`config.mk`:
```
export PLATFORM = sky130hd
export DESIGN_NAME = sdtc_rank_cell
export DESIGN_NICKNAME = d
export VERILOG_FILES = /design/src/rtl/core/sdtc_pkg.sv /design/src/rtl/core/sdtc_rank_cell.sv
export SDC_FILE = /design/constraint.sdc
export NUM_CORES = 1
export LEC_CHECK = 0
export ABC_AREA = 0
export ABC_CLOCK_PERIOD_IN_PS = 1700
export BUFFER_PORTS_ARGS = -buffer_cell sky130_fd_sc_hd__buf_2
export CORE_ASPECT_RATIO = 1.75
export CORE_MARGIN = 1.5
export CORE_UTILIZATION = 47
export DETAILED_ROUTE_END_ITERATION = 7
export MAX_ROUTING_LAYER = met4
export PLACE_DENSITY = 0.8
export RECOVER_POWER = 50
export REMOVE_ABC_BUFFERS = 1
export SKIP_LAST_GASP = 1
export SYNTH_ARGS = -nofsm -noshare
export SYNTH_HDL_FRONTEND = slang
export SYNTH_SLANG_ARGS = --single-unit
```
`constraint.sdc`:
```
create_clock -name clk -period 1.7 [get_ports clk]
set_input_delay 0.085 -clock clk [delete_from_list [all_inputs] [get_ports clk]]
set_output_delay 0.085 -clock clk [all_outputs]
set_load 0.01 [all_outputs]
```
`src/rtl/core/sdtc_pkg.sv`:
```
// shared types for the shift-decode tour cost evaluator
package sdtc_pkg;

    localparam int unsigned OP_W   = 2;
    localparam int unsigned CITY_W = 7;
    localparam int unsigned COST_W = 22;
    localparam logic [COST_W-1:0] COST_MAX = {COST_W{1'b1}};

    typedef enum logic [OP_W-1:0] {
        OP_WR_WEIGHT = 2'd0,
        OP_WR_TOUR   = 2'd1,
        OP_WR_GENE   = 2'd2,
        OP_EVALUATE  = 2'd3
    } op_t;

    typedef enum logic [1:0] {
        CELL_HOLD,
        CELL_INIT,
        CELL_MIGRATE,
        CELL_SHIFT
    } cell_op_t;

    typedef enum logic [2:0] {
        ST_IDLE,
        ST_MIG_PRE,
        ST_MIG,
        ST_SCAT_PRE,
        ST_SCAT,
        ST_COST
    } state_t;

endpackage

```
`src/rtl/core/sdtc_rank_cell.sv`:
```
// one rank cell of the migration chain
module sdtc_rank_cell #(
    parameter int unsigned RW  = 6,
    parameter int unsigned IDX = 0
) (
    input  logic                   clk,
    input  logic                   rst_n,
    input  sdtc_pkg::cell_op_t     op,
    input  logic [RW-1:0]          step,
    input  logic [RW-1:0]          old_r,
    input  logic [RW-1:0]          new_r,
    input  logic [RW-1:0]          shift_in,
    output logic [RW-1:0]          rank
);
    import sdtc_pkg::*;

    logic [RW-1:0] rank_reg;
    logic [RW-1:0] rank_next;

    always_comb
    begin
        rank_next = rank_reg;
        case (op)
            CELL_INIT:    rank_next = RW'(IDX);
            CELL_SHIFT:   rank_next = shift_in;
            CELL_MIGRATE:
            begin
                if (step == RW'(IDX))
                begin
                    rank_next = new_r;
                end
                else if (new_r > old_r)
                begin
                    if (rank_reg >= old_r && rank_reg <= new_r)
                    begin
                        rank_next = rank_reg - 1'b1;
                    end
                end
                else if (rank_reg >= new_r && rank_reg < old_r)
                begin
                    rank_next = rank_reg + 1'b1;
                end
            end
            default:      rank_next = rank_reg;
        endcase
    end

    always_ff @(posedge clk or negedge rst_n)
    begin
        if (!rst_n)
        begin
            rank_reg <= RW'(IDX);
        end
        else
        begin
            rank_reg <= rank_next;
        end
    end

    assign rank = rank_reg;
endmodule

```
After elaboration in Yosys (flattened, before gate mapping)
Index checks and enable logic that the tools add are counted.

storage, ports and cells
  register bits = 6
  input port bits = 28
  output and inout port bits = 6
  logic and storage cells = 23

cells by class
  add/subtract/negate cells = 2
  $lt $le $gt $ge = 5
  equal/unequal tests = 5
  multiplexer cells = 5
  reductions and logical operators = 5

operators by type and width
  kind                                                                count
  6-bit two-way mux                                                   4
  6-bit case mux with 3 select lines                                  1
  6-bit >= comparator                                                 2
  4-bit inequality test, second input constant                        2
  6-bit by 1-bit adder with 6-bit output, second input constant       1
  6-bit > comparator                                                  1
  6-bit <= comparator                                                 1
  6-bit logical NOT                                                   1
  6-bit less-than comparator                                          1
  6-bit by 1-bit subtractor with 6-bit output, second input constant  1
  2-bit == test, second input constant                                2
  3-bit AND reduction                                                 1
  3-bit nonzero test                                                  1
  2-bit by 1-bit == test with 1-bit output, second input constant     1
  1-bit logical AND                                                   2

Longest topological paths before layout
  depth after elaboration = 6
  depth in mapped cells = 13
  gate-level depth less buffers = 13

Least setup slack after synthesis
Ideal clock, no wire load.

  path type = input to register
  start = input old_r[5]
  end = register rank_reg[5] (netlist: rank[5])
  setup time = 0.080 ns
  arrival = 2.277 ns
  slack = -0.658 ns
  stages on the path = 13
  buffers on the path = 0
  cell sequence = inv_1 ha_1 nand4_2 o21bai_4 a31o_4 clkinv_4 ha_1 a211oi_1 o21ai_0 a211oi_1 nand3_1 o211a_1 o211ai_2

between the ends
  word-level cells in the longest chain between the ends = 4
  elaborated cells on any way between the ends = 11

RTL lines
  what                                                                       line                  text
  start: declaration                                                         sdtc_rank_cell.sv:10  input logic [RW-1:0] old_r,
  6-bit > comparator, or another cell as far along                           sdtc_rank_cell.sv:32  else if (new_r > old_r)
  6-bit two-way mux, or another cell as far along                            sdtc_rank_cell.sv:32
  6-bit two-way mux or 4-bit inequality test (tied branches)                 n/a
  6-bit case mux with 3 select lines or 3-bit AND reduction (tied branches)  n/a
  end signal: assignment                                                     sdtc_rank_cell.sv:52  rank_reg <= RW'(IDX);
  end signal: assignment                                                     sdtc_rank_cell.sv:56  rank_reg <= rank_next;
  end: declaration                                                           sdtc_rank_cell.sv:17  logic [RW-1:0] rank_reg;

Parallel ways exist; a longest one is shown, timed or not.
A chain may end at the register's enable or synchronous reset.

Final worst setup path
  start = input old_r[3]
  end = register rank_reg[2] (netlist: rank[2])

The elaborated chain is that of the path after synthesis.

==> impl_metrics.py <==
metrics = {
    "status": {
        "status": "finished, violations left",
        "violations": "setup timing",
    },
    "setup_path": {
        "critPathMaxFanout": 3,
        "crit_arrival_ps": 2420,
        "worstPathCellList": "buf_8 > inv_6 > ha_4 > nand4_4 > o21bai_4 > a31o_4 > buf_6 > fa_2 > buf_4 > buf_6 > xnor2_2 > nor2_1 > a21oi_1 > o211ai_1 > o311ai_2",
        "reg2reg_slack_ps": -400,
        "max_stage_delay_ps": 360,
        "crit_family": "compound AO/OA/AOI/OAI gates",
        "required_ps": 1790,
        "worstSetupEndpointType": "flip-flop",
        "slowest_stage": "fa_2",
        "cp_common_cell": "buf_6",
        "cp-start-kind": "primary input",
        "path_class": "primary input to flip-flop",
        "cp_num_buf_inv": 5,
    },
    "grt": {
        "grt_overflow_total": 0,
        "grt_use_total": 0.361,
        "antenna_found_initial": 0,
        "grt_max_degree": 10,
        "grt_pass1_wl_um": 6640,
        "grt_pass1_vias": 1539,
    },
    "synth": {
        "ys.warnings.count": 0,
        "ys_async_sr_fraction": 1.00,
        "yosysMostFrequentCell": "ha_1",
        "synth_area_leaders": "ha_1 (24%), dfrtp_1 (13%), inv_1 (6.8%)",
        "synth_edf_count": 0,
        "ys_ff_latch": 6,
        "syn-instance-count": 144,
        "synthesis.area_sq_um": 1160,
        "synth-main-ff-cell": "dfrtp_1",
        "ys_seq_area_frac": 0.130,
        "yosysTopAreaCellShare": 0.238,
        "synth_area_per_cell_sq_um": 8.03,
        "synth.distinct_cells": 45,
        "synth_common_cells": "ha_1 (22), inv_1 (21), a21oi_1 (12), nand2_1 (12), nor2_1 (10)",
        "yosysTopAreaCell": "ha_1",
    },
    "placement": {
        "dp.cells": 233,
        "place.gp.congestion": 0.920,
        "port_buffers": 33,
        "post-dp-hpwl_um": 3010,
    },
    "cts": {
        "cts_made_buffers": 3,
        "clk-insertion-delay-late_ps": 230,
        "cts_max_level": 1,
        "cts.sinks": 6,
        "clk_path_buf_depth": 2,
        "clock-root-buffer": "clkbuf_8",
        "path_clk_slew_ps": 40,
        "cts_tree": "yes",
    },
    "finish": {
        "layout.nets": 275,
        "drive_above_1_share": 0.568,
        "area_delta_synth_final_pct": 76.2,
        "largest_register_ffs": 6,
        "stdcell_count": 247,
        "fill_cells": 116,
        "n_antenna_cell": 0,
    },
    "floorplan": {
        "die_h_um": 68.6,
        "rows": 23,
        "start_util": 0.502,
        "fp.dieW_um": 40.5,
        "core_area_sq_um": 2300,
        "ios": 34,
        "die_area_sq_um": 2780,
    },
    "detailed_routing": {
        "first_pass_iters": 4,
        "wl_um": 5280,
        "vias_per_cell": 6.26,
        "route.detailed.drc": 0,
        "routedWlPerCell_um": 21.4,
        "ant_nets": 0,
        "vias": 1546,
        "drt_iter0_markers": 78,
    },
    "pwr": {
        "powerDensity_nw_per_um2": 840,
        "cellLeakagePower_nw": 0.953,
        "max-vdd-ir-drop_mv": 0.751,
        "power_mw": 1.71,
    },
    "sta": {
        "fmax_ghz": 0.429,
        "rsz0062_at_grt": "yes",
        "setup_ws_ps": -629,
        "worst_pin_slew_ps": 476,
        "slew_viol_final": 0,
        "finClkSkew_ps": 3.38,
        "finalHoldViolCount": 0,
        "period_share": 1.37,
        "finalSetupViolCount": 6,
        "fin_crit_ps": 2330,
        "holdWs_ps": 81.2,
        "slew_headroom": 0.682,
    },
    "worst_hold_path": {
        "hold_class": "primary input to flip-flop",
    },
    "flow_run": {
        "maxCapViolCount": 0,
    },
}
## routing by layer
metal / GRT usage / up-vias / wire, um
met4: 0.263 / 0 / 298
met5: - / - / 0
met3: 0.0673 / 25 / 302
met1: 0.305 / 739 / 1720
li1: - / 692 / -
met2: 0.645 / 90 / 2960
## report_power, final
part / switching (mW) / internal (mW) / total (mW)
logic: 0.621 / 0.639 / 1.26
clock network: 0.0735 / 0.153 / 0.227
registers: 0.0500 / 0.174 / 0.224
total: 0.744 / 0.966 / 1.71
## final cells by class
type,count,area (sq um),share of cell area
sequential,6,150,0.0737
clock buffer,3,41.3,0.0203
inverter,22,97.6,0.0479
timing repair buffer,77,562,0.276
tap,25,31.3,0.0154
multi-input combinational,114,1150,0.567
## kinds of logic after synthesis
group | count (synthesis) | share of synthesized area
compound gates | 50 | 0.354
xor+xnor | 1 | 0.00758
fa+ha+maj | 23 | 0.255
buf+inv | 24 | 0.0823
flops | 6 | 0.130
simple gates | 40 | 0.171
## what timing repair did
item,4_1_cts,5_1_grt
setup endpoints to repair,6,6
pin swaps,14,17
endpoints found under the hold margin,6,0
gates resized for setup,41,24
hold buffers,1,0
setup buffers,8,2
## placed cells by master (no fill, tap or decap), types with 2 or more instances in the layout
master,count
inv_2,2
o311ai_2,3
a211oi_2,3
nand4_1,2
nor3_1,2
ha_1,10
o311ai_1,2
o211ai_1,4
dfrtp_1,6
nand2_1,12
ha_4,12
o21ai_2,4
a21oi_2,3
o21ai_1,2
buf_6,10
a21oi_1,9
buf_2,24
clkbuf_8,3
nor2_1,9
inv_1,16
inv_4,2
buf_4,40
nand3_1,2
nand2b_1,2
a21o_1,2
## final timing paths
path	from	endpoint	cells past startpoint
min reg2reg	rank[4]	rank[4]	3
max reg2reg	rank[5]	rank[5]	8
min in group asynchronous	rst_n	rank[0]	2
min	shift_in[4]	rank[4]	3
max	old_r[3]	rank[2]	15
max in group asynchronous	rst_n	rank[5]	2
## tightest hold or removal path, cell delays in order
cell      delay, ps
buf_2            80
nand2_1          40
o311ai_1         70
## stage by stage
stage | setup TNS [ps] | util | cell area (sq um) | setup slack [ps]
2_1_floorplan | -2260 | - | 1150 | -658
3_3_place_gp | -3760 | 0.692 | 1590 | -866
3_5_place_dp | -4150 | 0.692 | 1590 | -934
4_1_cts | -2370 | 0.830 | 1910 | -528
5_1_grt | -3390 | 0.885 | 2040 | -683
6_report | -2720 | 0.885 | 2040 | -629
Note: power is estimated with default switching activity, not from simulation.
